`config.mk`:
```
export PLATFORM = sky130hd
export DESIGN_NAME = line_pixel_rasterizer_top
export DESIGN_NICKNAME = d
export VERILOG_FILES = /design/src/hw/rtl/lpr_pkg.sv /design/src/hw/rtl/lpr_front.sv /design/src/hw/rtl/lpr_cmd_fifo.sv /design/src/hw/rtl/lpr_walker.sv /design/src/hw/rtl/line_pixel_rasterizer_top.sv
export SDC_FILE = /design/constraint.sdc
export NUM_CORES = 1
export LEC_CHECK = 0
export ABC_CLOCK_PERIOD_IN_PS = 9100
export BUFFER_PORTS_ARGS = -buffer_cell sky130_fd_sc_hd__buf_4
export CAP_MARGIN = 20
export CORE_MARGIN = 10
export CORE_UTILIZATION = 60
export DETAILED_ROUTE_END_ITERATION = 8
export GPL_ROUTABILITY_DRIVEN = 0
export PLACE_DENSITY = 0.88
export SLEW_MARGIN = 10
export SYNTH_ARGS = -nofsm -noshare
export SYNTH_HDL_FRONTEND = slang
export SYNTH_SLANG_ARGS = --single-unit
```
`constraint.sdc`:
```
create_clock -name aclk -period 9.1 [get_ports aclk]
set_clock_uncertainty 0.2 [all_clocks]
set_input_delay 1.365 -clock aclk [delete_from_list [all_inputs] [get_ports aclk]]
set_output_delay 1.365 -clock aclk [all_outputs]
set_load 0.05 [all_outputs]
```
`src/hw/rtl/lpr_pkg.sv`:
```
package lpr_pkg;

    // configuration port
    localparam int CFG_ADDR_W = 3;
    localparam int CFG_DATA_W = 7;

    localparam logic [CFG_ADDR_W-1:0] REG_SURFACE_WIDTH = 3'd0;
    localparam logic [CFG_ADDR_W-1:0] REG_RED_POS       = 3'd1;
    localparam logic [CFG_ADDR_W-1:0] REG_GREEN_POS     = 3'd2;
    localparam logic [CFG_ADDR_W-1:0] REG_BLUE_POS      = 3'd3;
    localparam logic [CFG_ADDR_W-1:0] REG_ALPHA_POS     = 3'd4;

    localparam logic [6:0] SURFACE_WIDTH_RST = 7'd64;
    localparam logic [1:0] RED_POS_RST       = 2'd0;
    localparam logic [1:0] GREEN_POS_RST     = 2'd1;
    localparam logic [1:0] BLUE_POS_RST      = 2'd2;
    localparam logic [1:0] ALPHA_POS_RST     = 2'd3;

    // pixel limit per line and the width of the pixel counter
    localparam int OUT_LIMIT = 64;
    localparam int CNT_W     = $clog2(OUT_LIMIT + 1);

    localparam int WORD_W = 32;

    // command queue between front and walker
    localparam int FIFO_DEPTH = 2;
    localparam int LEVEL_W    = $clog2(FIFO_DEPTH + 1);

    // line class decided by the front
    typedef struct packed {
        logic x_major;
        logic y_down;
    } lpr_dir_t;

    typedef struct packed {
        logic [LEVEL_W-1:0] level;
        logic               full;
        logic               empty;
    } lpr_fifo_stat_t;

    typedef struct packed {
        logic busy;
        logic take;
    } lpr_walk_stat_t;

endpackage

```
`src/hw/rtl/lpr_front.sv`:
```
module lpr_front #(
    parameter int COORD_BITS = 6,
    parameter int CMD_W      = 4 * COORD_BITS + 2 + lpr_pkg::CNT_W + lpr_pkg::WORD_W
) (
    input  logic [COORD_BITS-1:0] start_x,
    input  logic [COORD_BITS-1:0] start_y,
    input  logic [COORD_BITS-1:0] end_x,
    input  logic [COORD_BITS-1:0] end_y,
    input  logic [7:0]            red,
    input  logic [7:0]            green,
    input  logic [7:0]            blue,
    input  logic [7:0]            alpha,
    input  logic [1:0]            red_pos,
    input  logic [1:0]            green_pos,
    input  logic [1:0]            blue_pos,
    input  logic [1:0]            alpha_pos,
    input  logic                  in_valid,
    input  logic                  queue_full,
    output logic                  in_ready,
    output logic                  push,
    output logic [CMD_W-1:0]      cmd
);

    localparam int CAP_W = (COORD_BITS > lpr_pkg::CNT_W) ? COORD_BITS : lpr_pkg::CNT_W;

    logic [COORD_BITS-1:0]     sx, sy, ex, ey, adx, ady, major;
    logic [CAP_W-1:0]          major_ext;
    logic [lpr_pkg::CNT_W-1:0] count;
    logic                      swap;
    lpr_pkg::lpr_dir_t         dir;
    logic [lpr_pkg::WORD_W-1:0] word;

    // handshake: take a command whenever the queue has room
    assign in_ready = !queue_full;
    assign push     = in_valid && !queue_full;

    // canonical start: smaller x, or smaller y on a vertical line
    always_comb begin
        swap = (end_x < start_x) || ((end_x == start_x) && (end_y < start_y));
        sx   = swap ? end_x   : start_x;
        sy   = swap ? end_y   : start_y;
        ex   = swap ? start_x : end_x;
        ey   = swap ? start_y : end_y;
    end

    // deltas and line class
    always_comb begin
        adx         = ex - sx;
        ady         = (ey < sy) ? (sy - ey) : (ey - sy);
        dir.x_major = adx > ady;
        dir.y_down  = ey < sy;
        major       = dir.x_major ? adx : ady;
        major_ext   = CAP_W'(major);
        if (major == '0) begin
            count = lpr_pkg::CNT_W'(1);
        end else if (major_ext > CAP_W'(lpr_pkg::OUT_LIMIT)) begin
            count = lpr_pkg::CNT_W'(lpr_pkg::OUT_LIMIT);
        end else begin
            count = major_ext[lpr_pkg::CNT_W-1:0];
        end
    end

    // pixel word, later channels win on a shared lane
    always_comb begin
        word                  = '0;
        word[8*red_pos +: 8]   = red;
        word[8*green_pos +: 8] = green;
        word[8*blue_pos +: 8]  = blue;
        word[8*alpha_pos +: 8] = alpha;
    end

    assign cmd = {word, count, dir, ady, adx, sy, sx};

endmodule

```
`src/hw/rtl/lpr_cmd_fifo.sv`:
```
module lpr_cmd_fifo #(
    parameter int CMD_W = 64
) (
    input  logic                    aclk,
    input  logic                    aresetn,
    input  logic                    push,
    input  logic [CMD_W-1:0]        din,
    input  logic                    pop,
    output logic [CMD_W-1:0]        dout,
    output lpr_pkg::lpr_fifo_stat_t stat
);

    localparam int PTR_W = $clog2(lpr_pkg::FIFO_DEPTH);

    logic [CMD_W-1:0]           mem [lpr_pkg::FIFO_DEPTH];
    logic [PTR_W-1:0]           wr_ptr_reg, rd_ptr_reg;
    logic [lpr_pkg::LEVEL_W-1:0] level_reg, level_next;

    // pointers and fill level
    always_comb begin
        level_next = level_reg;
        if (push && !pop) begin
            level_next = level_reg + 1'b1;
        end else if (pop && !push) begin
            level_next = level_reg - 1'b1;
        end
    end

    always_ff @(posedge aclk) begin
        if (!aresetn) begin
            wr_ptr_reg <= '0;
            rd_ptr_reg <= '0;
            level_reg  <= '0;
        end else begin
            level_reg <= level_next;
            if (push) begin
                wr_ptr_reg <= (wr_ptr_reg == PTR_W'(lpr_pkg::FIFO_DEPTH - 1)) ? '0
                                                                             : wr_ptr_reg + 1'b1;
            end
            if (pop) begin
                rd_ptr_reg <= (rd_ptr_reg == PTR_W'(lpr_pkg::FIFO_DEPTH - 1)) ? '0
                                                                             : rd_ptr_reg + 1'b1;
            end
        end
    end

    // entry storage
    always_ff @(posedge aclk) begin
        if (push) begin
            mem[wr_ptr_reg] <= din;
        end
    end

    assign dout       = mem[rd_ptr_reg];
    assign stat.level = level_reg;
    assign stat.full  = level_reg == lpr_pkg::LEVEL_W'(lpr_pkg::FIFO_DEPTH);
    assign stat.empty = level_reg == '0;

endmodule

```
`src/hw/rtl/lpr_walker.sv`:
```
module lpr_walker #(
    parameter int COORD_BITS = 6,
    parameter int CMD_W      = 4 * COORD_BITS + 2 + lpr_pkg::CNT_W + lpr_pkg::WORD_W
) (
    input  logic                          aclk,
    input  logic                          aresetn,
    input  logic [6:0]                    surface_width,
    input  logic                          cmd_valid,
    input  logic [CMD_W-1:0]              cmd,
    output lpr_pkg::lpr_walk_stat_t       stat,
    output logic                          out_valid,
    input  logic                          out_ready,
    output logic [COORD_BITS-1:0]         pixel_x,
    output logic [COORD_BITS-1:0]         pixel_y,
    output logic [2*COORD_BITS-1:0]       pixel_address,
    output logic [lpr_pkg::WORD_W-1:0]    pixel_word,
    output logic                          last_pixel
);

    localparam int EW = COORD_BITS + 3;
    localparam int AW = 2 * COORD_BITS;

    // command fields
    logic [COORD_BITS-1:0]      c_sx, c_sy, c_adx, c_ady;
    lpr_pkg::lpr_dir_t          c_dir;
    logic [lpr_pkg::CNT_W-1:0]  c_count;
    logic [lpr_pkg::WORD_W-1:0] c_word;

    // walk state
    logic                       busy_reg;
    logic [COORD_BITS-1:0]      x_reg, y_reg, adx_reg, ady_reg;
    logic signed [EW-1:0]       e_reg;
    lpr_pkg::lpr_dir_t          dir_reg;
    logic [lpr_pkg::CNT_W-1:0]  rem_reg;
    logic [lpr_pkg::WORD_W-1:0] word_reg;

    // output register
    logic                       out_valid_reg;
    logic [COORD_BITS-1:0]      px_reg, py_reg;
    logic [AW-1:0]              addr_reg;
    logic [lpr_pkg::WORD_W-1:0] pword_reg;
    logic                       last_reg;

    logic                       advance, take;
    logic signed [EW-1:0]       major_s, minor_s, e_inc, e_next;
    logic                       bump;
    logic [COORD_BITS-1:0]      x_next, y_next;
    logic [AW-1:0]              addr_next;

    assign {c_word, c_count, c_dir, c_ady, c_adx, c_sy, c_sx} = cmd;

    assign take    = !busy_reg && cmd_valid;
    assign advance = busy_reg && (!out_valid_reg || out_ready);

    // one error-term step
    always_comb begin
        major_s = dir_reg.x_major ? $signed(EW'(adx_reg)) : $signed(EW'(ady_reg));
        minor_s = dir_reg.x_major ? $signed(EW'(ady_reg)) : $signed(EW'(adx_reg));
        e_inc   = e_reg + minor_s;
        bump    = (e_inc <<< 1) > major_s;
        e_next  = bump ? (e_inc - major_s) : e_inc;
        if (dir_reg.x_major) begin
            x_next = x_reg + 1'b1;
            y_next = bump ? (dir_reg.y_down ? y_reg - 1'b1 : y_reg + 1'b1) : y_reg;
        end else begin
            x_next = bump ? x_reg + 1'b1 : x_reg;
            y_next = dir_reg.y_down ? y_reg - 1'b1 : y_reg + 1'b1;
        end
    end

    // linear address, wraps at the address width
    assign addr_next = AW'(AW'(surface_width) * AW'(y_reg)) + AW'(x_reg);

    // walker control
    always_ff @(posedge aclk) begin
        if (!aresetn) begin
            busy_reg <= 1'b0;
        end else if (take) begin
            busy_reg <= 1'b1;
        end else if (advance && (rem_reg == lpr_pkg::CNT_W'(1))) begin
            busy_reg <= 1'b0;
        end
    end

    // walk datapath
    always_ff @(posedge aclk) begin
        if (take) begin
            x_reg    <= c_sx;
            y_reg    <= c_sy;
            adx_reg  <= c_adx;
            ady_reg  <= c_ady;
            dir_reg  <= c_dir;
            rem_reg  <= c_count;
            word_reg <= c_word;
            e_reg    <= '0;
        end else if (advance) begin
            x_reg   <= x_next;
            y_reg   <= y_next;
            e_reg   <= e_next;
            rem_reg <= rem_reg - 1'b1;
        end
    end

    // output register valid
    always_ff @(posedge aclk) begin
        if (!aresetn) begin
            out_valid_reg <= 1'b0;
        end else if (advance) begin
            out_valid_reg <= 1'b1;
        end else if (out_ready) begin
            out_valid_reg <= 1'b0;
        end
    end

    // output register payload
    always_ff @(posedge aclk) begin
        if (advance) begin
            px_reg    <= x_reg;
            py_reg    <= y_reg;
            addr_reg  <= addr_next;
            pword_reg <= word_reg;
            last_reg  <= rem_reg == lpr_pkg::CNT_W'(1);
        end
    end

    assign stat.busy     = busy_reg;
    assign stat.take     = take;
    assign out_valid     = out_valid_reg;
    assign pixel_x       = px_reg;
    assign pixel_y       = py_reg;
    assign pixel_address = addr_reg;
    assign pixel_word    = pword_reg;
    assign last_pixel    = last_reg;

endmodule

```
`src/hw/rtl/line_pixel_rasterizer_top.sv`:
```
// Line rasterizer: each s_ transfer is one line command (two endpoints and an
// RGBA color); the block returns the line's pixels on m_, one per transfer, in
// walk order, with tlast on the final pixel. A line gives max(|dx|,|dy|) pixels
// (one for a point, at most 64). The walker produces one pixel per cycle when
// m_tready does not stall it, and it loads the next command from the two-entry
// command queue only after the last pixel of its line; the front accepts
// commands while the queue has room, so up to two lines can wait behind the one
// being walked. Configuration writes are meant for idle periods only.
module line_pixel_rasterizer_top #(
    parameter int COORD_BITS = 6
) (
    input  logic                            aclk,
    input  logic                            aresetn,
    // config write port
    input  logic                            cfg_wr_en,
    input  logic [lpr_pkg::CFG_ADDR_W-1:0]  cfg_addr,
    input  logic [lpr_pkg::CFG_DATA_W-1:0]  cfg_wr_data,
    // line commands
    input  logic                            s_tvalid,
    output logic                            s_tready,
    // start_x, start_y, end_x, end_y, red, green, blue, alpha, zero pad
    input  logic [((4*COORD_BITS+32+7)/8)*8-1:0] s_tdata,
    // pixels
    output logic                            m_tvalid,
    input  logic                            m_tready,
    // pixel_x, pixel_y, pixel_address, pixel_word, zero pad
    output logic [((4*COORD_BITS+32+7)/8)*8-1:0] m_tdata,
    output logic                            m_tlast
);

    localparam int C     = COORD_BITS;
    localparam int DW    = ((4 * C + 32 + 7) / 8) * 8;
    localparam int CMD_W = 4 * C + 2 + lpr_pkg::CNT_W + lpr_pkg::WORD_W;

    logic [6:0] surface_width_reg;
    logic [1:0] red_pos_reg, green_pos_reg, blue_pos_reg, alpha_pos_reg;

    logic                           push, queue_full;
    logic [CMD_W-1:0]               cmd_in, cmd_out;
    lpr_pkg::lpr_fifo_stat_t        fifo_stat;
    lpr_pkg::lpr_walk_stat_t        walk_stat;

    logic [C-1:0]                   pixel_x, pixel_y;
    logic [2*C-1:0]                 pixel_address;
    logic [lpr_pkg::WORD_W-1:0]     pixel_word;

    // configuration registers
    always_ff @(posedge aclk) begin
        if (!aresetn) begin
            surface_width_reg <= lpr_pkg::SURFACE_WIDTH_RST;
            red_pos_reg       <= lpr_pkg::RED_POS_RST;
            green_pos_reg     <= lpr_pkg::GREEN_POS_RST;
            blue_pos_reg      <= lpr_pkg::BLUE_POS_RST;
            alpha_pos_reg     <= lpr_pkg::ALPHA_POS_RST;
        end else if (cfg_wr_en) begin
            case (cfg_addr)
                lpr_pkg::REG_SURFACE_WIDTH: surface_width_reg <= cfg_wr_data;
                lpr_pkg::REG_RED_POS:       red_pos_reg       <= cfg_wr_data[1:0];
                lpr_pkg::REG_GREEN_POS:     green_pos_reg     <= cfg_wr_data[1:0];
                lpr_pkg::REG_BLUE_POS:      blue_pos_reg      <= cfg_wr_data[1:0];
                lpr_pkg::REG_ALPHA_POS:     alpha_pos_reg     <= cfg_wr_data[1:0];
                default: begin
                end
            endcase
        end
    end

    assign queue_full = fifo_stat.full;

    // front: accept and classify
    lpr_front #(
        .COORD_BITS (C),
        .CMD_W      (CMD_W)
    ) u_front (
        .start_x    (s_tdata[C-1:0]),
        .start_y    (s_tdata[2*C-1:C]),
        .end_x      (s_tdata[3*C-1:2*C]),
        .end_y      (s_tdata[4*C-1:3*C]),
        .red        (s_tdata[4*C+7:4*C]),
        .green      (s_tdata[4*C+15:4*C+8]),
        .blue       (s_tdata[4*C+23:4*C+16]),
        .alpha      (s_tdata[4*C+31:4*C+24]),
        .red_pos    (red_pos_reg),
        .green_pos  (green_pos_reg),
        .blue_pos   (blue_pos_reg),
        .alpha_pos  (alpha_pos_reg),
        .in_valid   (s_tvalid),
        .queue_full (queue_full),
        .in_ready   (s_tready),
        .push       (push),
        .cmd        (cmd_in)
    );

    // command queue
    lpr_cmd_fifo #(
        .CMD_W   (CMD_W)
    ) u_fifo (
        .aclk    (aclk),
        .aresetn (aresetn),
        .push    (push),
        .din     (cmd_in),
        .pop     (walk_stat.take),
        .dout    (cmd_out),
        .stat    (fifo_stat)
    );

    // back: line walk
    lpr_walker #(
        .COORD_BITS    (C),
        .CMD_W         (CMD_W)
    ) u_walker (
        .aclk          (aclk),
        .aresetn       (aresetn),
        .surface_width (surface_width_reg),
        .cmd_valid     (!fifo_stat.empty),
        .cmd           (cmd_out),
        .stat          (walk_stat),
        .out_valid     (m_tvalid),
        .out_ready     (m_tready),
        .pixel_x       (pixel_x),
        .pixel_y       (pixel_y),
        .pixel_address (pixel_address),
        .pixel_word    (pixel_word),
        .last_pixel    (m_tlast)
    );

    assign m_tdata = DW'({pixel_word, pixel_address, pixel_y, pixel_x});

    // reset empties the output stage
    a_reset_out: assert property (@(posedge aclk) !aresetn |=> !m_tvalid)
        else $error("output valid after reset");

    // queue level stays within depth and matches the full flag
    a_fifo_level: assert property (@(posedge aclk) disable iff (!aresetn)
        (fifo_stat.level <= lpr_pkg::LEVEL_W'(lpr_pkg::FIFO_DEPTH)) &&
        (fifo_stat.full == (fifo_stat.level == lpr_pkg::LEVEL_W'(lpr_pkg::FIFO_DEPTH))))
        else $error("command queue level out of range");

    // a pixel that is not the last one leaves the walker busy on its line
    a_mid_line_busy: assert property (@(posedge aclk) disable iff (!aresetn)
        (m_tvalid && !m_tlast) |-> walk_stat.busy)
        else $error("walker idle in the middle of a line");

    // the walker only loads a command that the queue holds
    a_take_nonempty: assert property (@(posedge aclk) disable iff (!aresetn)
        walk_stat.take |=> (walk_stat.busy && $past(fifo_stat.level) != '0))
        else $error("walker loaded from an empty queue");

endmodule
```
=== Word level (Yosys, flattened, before mapping) ===
Memory sizes are Yosys's and may differ from the RTL's. A register that Yosys moved wholly into a read port is not among the register bits.
Cells that the tools add are included.

* Equality and inequality tests: 8
* Multiply operators: 1
* $add $sub $neg: 18
* $lt $le $gt $ge: 6
* Muxes and demuxes: 37
* Shifts and indexed selects: 8
* Bitwise gates (word level): 1
* Reductions and logical operators: 30

{| class="wikitable"
|+ Operators with widths
! operator !! number
|-
| $neg A5 Y34 || 4
|-
| $shift A8 B34 Y32 const A || 4
|-
| $shiftx A8 B34 Y32 || 4
|-
| $mux W6 || 17
|-
| $bwmux W32 || 3
|-
| $and A32 B32 Y32 || 1
|-
| $mux W7 || 4
|-
| $lt A6 B6 Y1 || 3
|-
| $sub A6 B6 Y6 || 3
|-
| $reduce_and A2 Y1 || 7
|-
| $add A12 B6 Y12 || 1
|-
| $add A6 B1 Y6 const B || 2
|-
| $mul A7 B6 Y12 || 1
|-
| $mux W1 || 10
|-
| $add A9 B9 Y9 || 1
|-
| $gt A9 B9 Y1 || 1
|-
| $mux W9 || 1
|-
| $sub A9 B9 Y9 || 1
|-
| $reduce_bool A2 Y1 || 4
|-
| $eq A7 B1 Y1 const B || 1
|-
| $gt A6 B7 Y1 const B || 1
|-
| $logic_and A1 B1 Y1 || 7
|-
| $sub A7 B1 Y7 const B || 1
|-
| $eq A3 B2 Y1 const B || 2
|-
| 17 further kinds || 25
|}

* Memories: 1
* Memory bits (writable): 130
* Logic and storage cells: 134
* Output and inout bits: 59
* Bits in registers: 152

{| class="wikitable"
|+ Memory list
! memory !! depth !! bits a word !! read ports !! clocked after Yosys merged registers in !! wr ports !! line !! RTL
|-
| u_fifo.mem || 2 || 65 || 1 || 1 || 1 || lpr_cmd_fifo.sv:15 || <nowiki>logic [CMD_W-1:0] mem [lpr_pkg::FIFO_DEPTH];</nowiki>
|}

=== Logic depth before layout (Yosys ltp) ===
* Depth after elaboration: 11
* Depth in mapped cells: 30
* Gate-level depth less buffers: 26

=== Modules after synthesis ===
From an unflattened synthesis, not the netlist that was laid out.

* Cell total of the unflattened synthesis: 1,270
* Area total of the unflattened synthesis: 15,290.9 µm²

{| class="wikitable"
|+ Modules (own cells, without submodules)
! module !! cells each !! times used !! seq. area each (µm²) !! area an instance (µm²)
|-
| lpr_walker || 520 || 1 || 3,863.7 || 6,875.3
|-
| lpr_cmd_fifo || 224 || 1 || 4,003.8 || 4,923.5
|-
| lpr_front || 463 || 1 || 0.0 || 2,827.7
|-
| line_pixel_rasterizer_top || 63 || 1 || 300.3 || 664.4
|}

=== Least setup slack after synthesis ===
Ideal clock, no wire load.

* Path kind: input to register
* Start point: in s_tdata[8]
* End point: mem u_fifo.mem[0][26] (netlist name) (data pin)
* Required time: 8.726 ns
* Setup slack: 2.222 ns
* Arrival time: 6.504 ns
* Buffers on the path: 4
* Cell stages on the path: 30
* Cells stage by stage: inv_1 > ha_1 > buf_2 > nand4_1 > o21bai_1 > o211a_4 > nor2_4 > buf_1 > clkbuf_1 > nand2_1 > nor2_1 > a21oi_1 > ha_1 > nor4_2 > nor3_1 > nor2_2 > mux2_2 > inv_1 > ha_1 > nor2b_1 > o21a_1 > o21ai_0 > nand2b_1 > a21oi_1 > nor2b_1 > o22ai_1 > clkbuf_1 > inv_1 > mux2i_2 > o31ai_2

* Longest elaborated chain between the ends: 11

{| class="wikitable"
|+ Ends and longest elaborated chain
! item !! line !! RTL
|-
| from (decl) || line_pixel_rasterizer_top.sv:22 || <nowiki>input logic [((4*COORD_BITS+32+7)/8)*8-1:0] s_tdata,</nowiki>
|-
| $lt A6 B6 Y1 || lpr_front.sv:39 || <nowiki>swap = (end_x < start_x) || ((end_x == start_x) && (end_y < start_y));</nowiki>
|-
| $logic_and A1 B1 Y1 || lpr_front.sv:39 ||
|-
| $logic_or A1 B1 Y1 || lpr_front.sv:39 ||
|-
| $mux W6 (on tied branches) || lpr_front.sv:43, lpr_front.sv:41 ||
|-
| $lt A6 B6 Y1 (*) || - ||
|-
| named net cmd_in[24] || line_pixel_rasterizer_top.sv:39 || <nowiki>logic [CMD_W-1:0] cmd_in, cmd_out;</nowiki>
|-
| $mux W6 (*) || lpr_front.sv:49 || <nowiki>ady = (ey < sy) ? (sy - ey) : (ey - sy);</nowiki>
|-
| named net cmd_in[19] || line_pixel_rasterizer_top.sv:39 ||
|-
| $gt A6 B6 Y1 (*) || lpr_front.sv:50 || <nowiki>dir.x_major = adx > ady;</nowiki>
|-
| named net cmd_in[25] || line_pixel_rasterizer_top.sv:39 ||
|-
| $mux W6 (*) || lpr_front.sv:52 || <nowiki>major = dir.x_major ? adx : ady;</nowiki>
|-
| $gt A6 B7 Y1 || lpr_front.sv:56 || <nowiki>end else if (major_ext > CAP_W'(lpr_pkg::OUT_LIMIT)) begin</nowiki>
|-
| $mux W7 || lpr_front.sv:56 ||
|-
| $mux W7 (*) || lpr_front.sv:54 || <nowiki>if (major == '0) begin</nowiki>
|-
| named net cmd_in[26] || line_pixel_rasterizer_top.sv:39 ||
|-
| to (decl) || lpr_cmd_fifo.sv:15 ||
|}

Mark *: on every way through the listed nets, which the timed path passes. The rest lies on a longest branch.

=== Worst setup path in the final report ===
* Start point: in s_tdata[8]
* End point: mem u_fifo.mem[1][26] (netlist name) (data pin)

The elaborated chain is that of the path after synthesis.

==> metrics.txt <==
Hold Violations, Final 0; Critical Path Slowest Stage Cell o22ai_1; Pint 0.00364 W; max-cap violations 0; worst hold start u_walker.word_reg[15]; CTS clk-pin slew, worst paths 0.06 ns; Total GRT Usage 0.213; core area 0.0244 mm²; CTS resizes 0; Die Wd 178 µm; FMAX 0.138 GHz; I/O pins 130; Hold Crit Depth 0; syn nets 1422; CTS max path bufs 3; Total Wirelength 33800 µm; Clock power frac 0.207; DR WL/cell 19.8 µm; RSZ-0062 raised after global routing false; Final Slew Violations 0; Worst EP required 9.23 ns; worst slew pin tran 0.937 ns; antenna violations before repair 0; CP peak stage delay 0.60 ns; element type at the critical path start input pin; flops & latches, synth 280; hpwl dp 24200 µm; highest-count cells in the layout ignoring fill and taps edfxtp_1 (250), buf_4 (140), nand2_1 (130), ha_1 (95), inv_1 (84); CTS tree done; Rel. slew slack 0.371; worst-path fanout max 23; Sw Ratio 0.372; final period utilization 0.798; grt ovf 0; library cells used by synthesis 75; Synth warnings 0; Post-synth ARST share 0; Clk Latency, worst-skew pair 0.55 ns; PwrDens 337 mW/mm²; minimum clock period 7.26 ns; area grow syn2layout 15.7%; final setup vio count 0; worst IR drop on VDD 198 µV; status finished clean; vias in the first global route 10300; global-route wire length before repair 54000 µm; DR DRC count 0; Syn Area/Cell 12.1 µm²; setup ws final 1.84 ns; Fin Setup TNS 0 ns; cts hold-fix bufs 0; critical path arrival 7.39 ns; R2R Setup Slk 4.06 ns; Post-DRT Antenna Nets 0; clock buffer count from CTS 28; Pleak 6.87 nW; Core Rows 57; Syn Std Cell Area 0.0149 mm²; DP Worst Slack 1.55 ns; Mapped Cells 1230; die area 0.0315 mm²; antenna fix cells 0; power share of the combinational group 0.413; via count 10400; switching power 0.00215 W; most common cell after layout, fill and taps aside edfxtp_1; kind of critical path in2reg; H-tree depth 1; post-layout net count 1558; drt pass-1 iters 8; ys flop type edfxtp_1; largest net degree at the start of global routing 66; Initial Util 0.610; FF-to-FF path depth 14; Hold WC Path Type reg2reg; clk sinks 280; Post-synth EDFFs 250; Root Buffer clkbuf_16; Hold EP u_walker.pixel_word[15]; die height 178 µm; number of I/O port buffers 129; drt via density 6.09; sequential power share 0.380; layout cells sized above 1 0.195; RR Startpoint u_walker.dir_reg[1]; sequential-to-total area share from yosys stat 0.545; worst r2r dst u_walker.y_reg[4]; DR iter-0 viols 1061; max reg flops 128; Post-CTS Repair Setup Buffers 0; Worst Setup End Kind flop
[metal layers]
| layer | track usage | vias up | routed length (µm) |
|---|---|---|---|
| met1 | 0.278 | 4923 | 13500 |
| met3 | 0.0440 | 109 | 3260 |
| met2 | 0.352 | 617 | 16000 |
| li1 | - | 4770 | - |
| met5 | 0 | - | 0 |
| met4 | 0.0615 | 0 | 1030 |
[how the worst max path moves through the flow]
| stage | startpoint | slack (ns) | cells after the start | end |
|---|---|---|---|---|
| after floorplan | s_tdata[8] | 2.22 | 30 | u_fifo.mem[0][26] |
| after global placement | s_tdata[8] | 1.88 | 27 | u_fifo.mem[0][26] |
| after detailed placement | s_tdata[8] | 1.55 | 27 | u_fifo.mem[1][26] |
| after CTS | s_tdata[8] | 2.03 | 27 | u_fifo.mem[1][26] |
| after global routing | s_tdata[8] | 1.53 | 27 | u_fifo.mem[0][26] |
| final | s_tdata[8] | 1.84 | 27 | u_fifo.mem[1][26] |
[power by group through the flow]
| stage | Sequential [W] | Clock (W) | Combinational (W) |
|---|---|---|---|
| after detailed placement | 0.00222 | 0 | 0.00236 |
| after global placement | 0.00220 | 0 | 0.00227 |
| after CTS | 0.00220 | 0.00122 | 0.00239 |
| after global routing | 0.00224 | 0.00127 | 0.00263 |
| final | 0.00220 | 0.00120 | 0.00239 |
| after floorplan | 0.00241 | 0 | 0.00154 |
[worst max-delay path: cells and delay by family]
family / cells / cell delay, ns
buffers and inverters: 4 / 0.47
adder cells (fa/ha/maj): 3 / 0.95
AO/OA/AOI/OAI: 8 / 1.88
multiplexers: 2 / 0.64
AND/OR/NAND/NOR: 10 / 2.04
[cells in the mapped netlist, drive strengths merged, types with 4 or more instances]
master	number	area share
clkbuf	25	0.0063
dfxtp	30	0.040
o21a	6	0.0030
fa	26	0.035
ha	95	0.080
o21bai	7	0.0035
xnor2	31	0.018
nor2b	17	0.0071
a211oi	9	0.0049
mux2	57	0.043
buf	10	0.0028
mux2i	27	0.018
inv	85	0.021
o21ai	65	0.022
or3	5	0.0021
o22ai	4	0.0017
nand2b	9	0.0038
nor3	19	0.0067
a22o	9	0.0053
a221o	11	0.0075
a21oi	74	0.025
a22oi	26	0.013
nor2	64	0.017
and2	23	0.0097
o211ai	6	0.0034
nand3	10	0.0034
a21o	16	0.0081
a21boi	14	0.0071
and3	6	0.0029
xor2	16	0.0099
nor4b	6	0.0035
nand2	131	0.033
edfxtp	250	0.50
[per-stage QoR]
step           hold WS (ns)  total power, W  instance area, µm²  utilization  instances
2_1_floorplan         0.200         0.00396               14900            -       1230
4_1_cts               0.211         0.00580               17200        0.706       1711
3_3_place_gp          0.204         0.00447               16200        0.665       1659
6_report              0.212         0.00580               17200        0.706       1712
5_1_grt               0.217         0.00614               17200        0.706       1712
3_5_place_dp          0.205         0.00458               16200        0.665       1659
[cell type report]
type | instances | area [µm²]
fillers | 1580 | 7170
clock inverters | 12 | 163
well taps | 324 | 405
clock buffers | 40 | 828
flip-flops and latches | 280 | 8110
multi-input cells | 829 | 6340
repair buffers | 141 | 1060
inverters | 86 | 323
[cell families after synthesis]
family,count (synthesis),synth area share
AOI/OAI and AO/OA,269,0.120
and+or+nand+nor,308,0.0995
muxes,84,0.0618
xor gates and xnor gates,47,0.0282
buffers and inverters,121,0.0308
adders and majority gates,121,0.115
DFF,280,0.545
No activity file was read; power rests on OpenSTA's default activity.
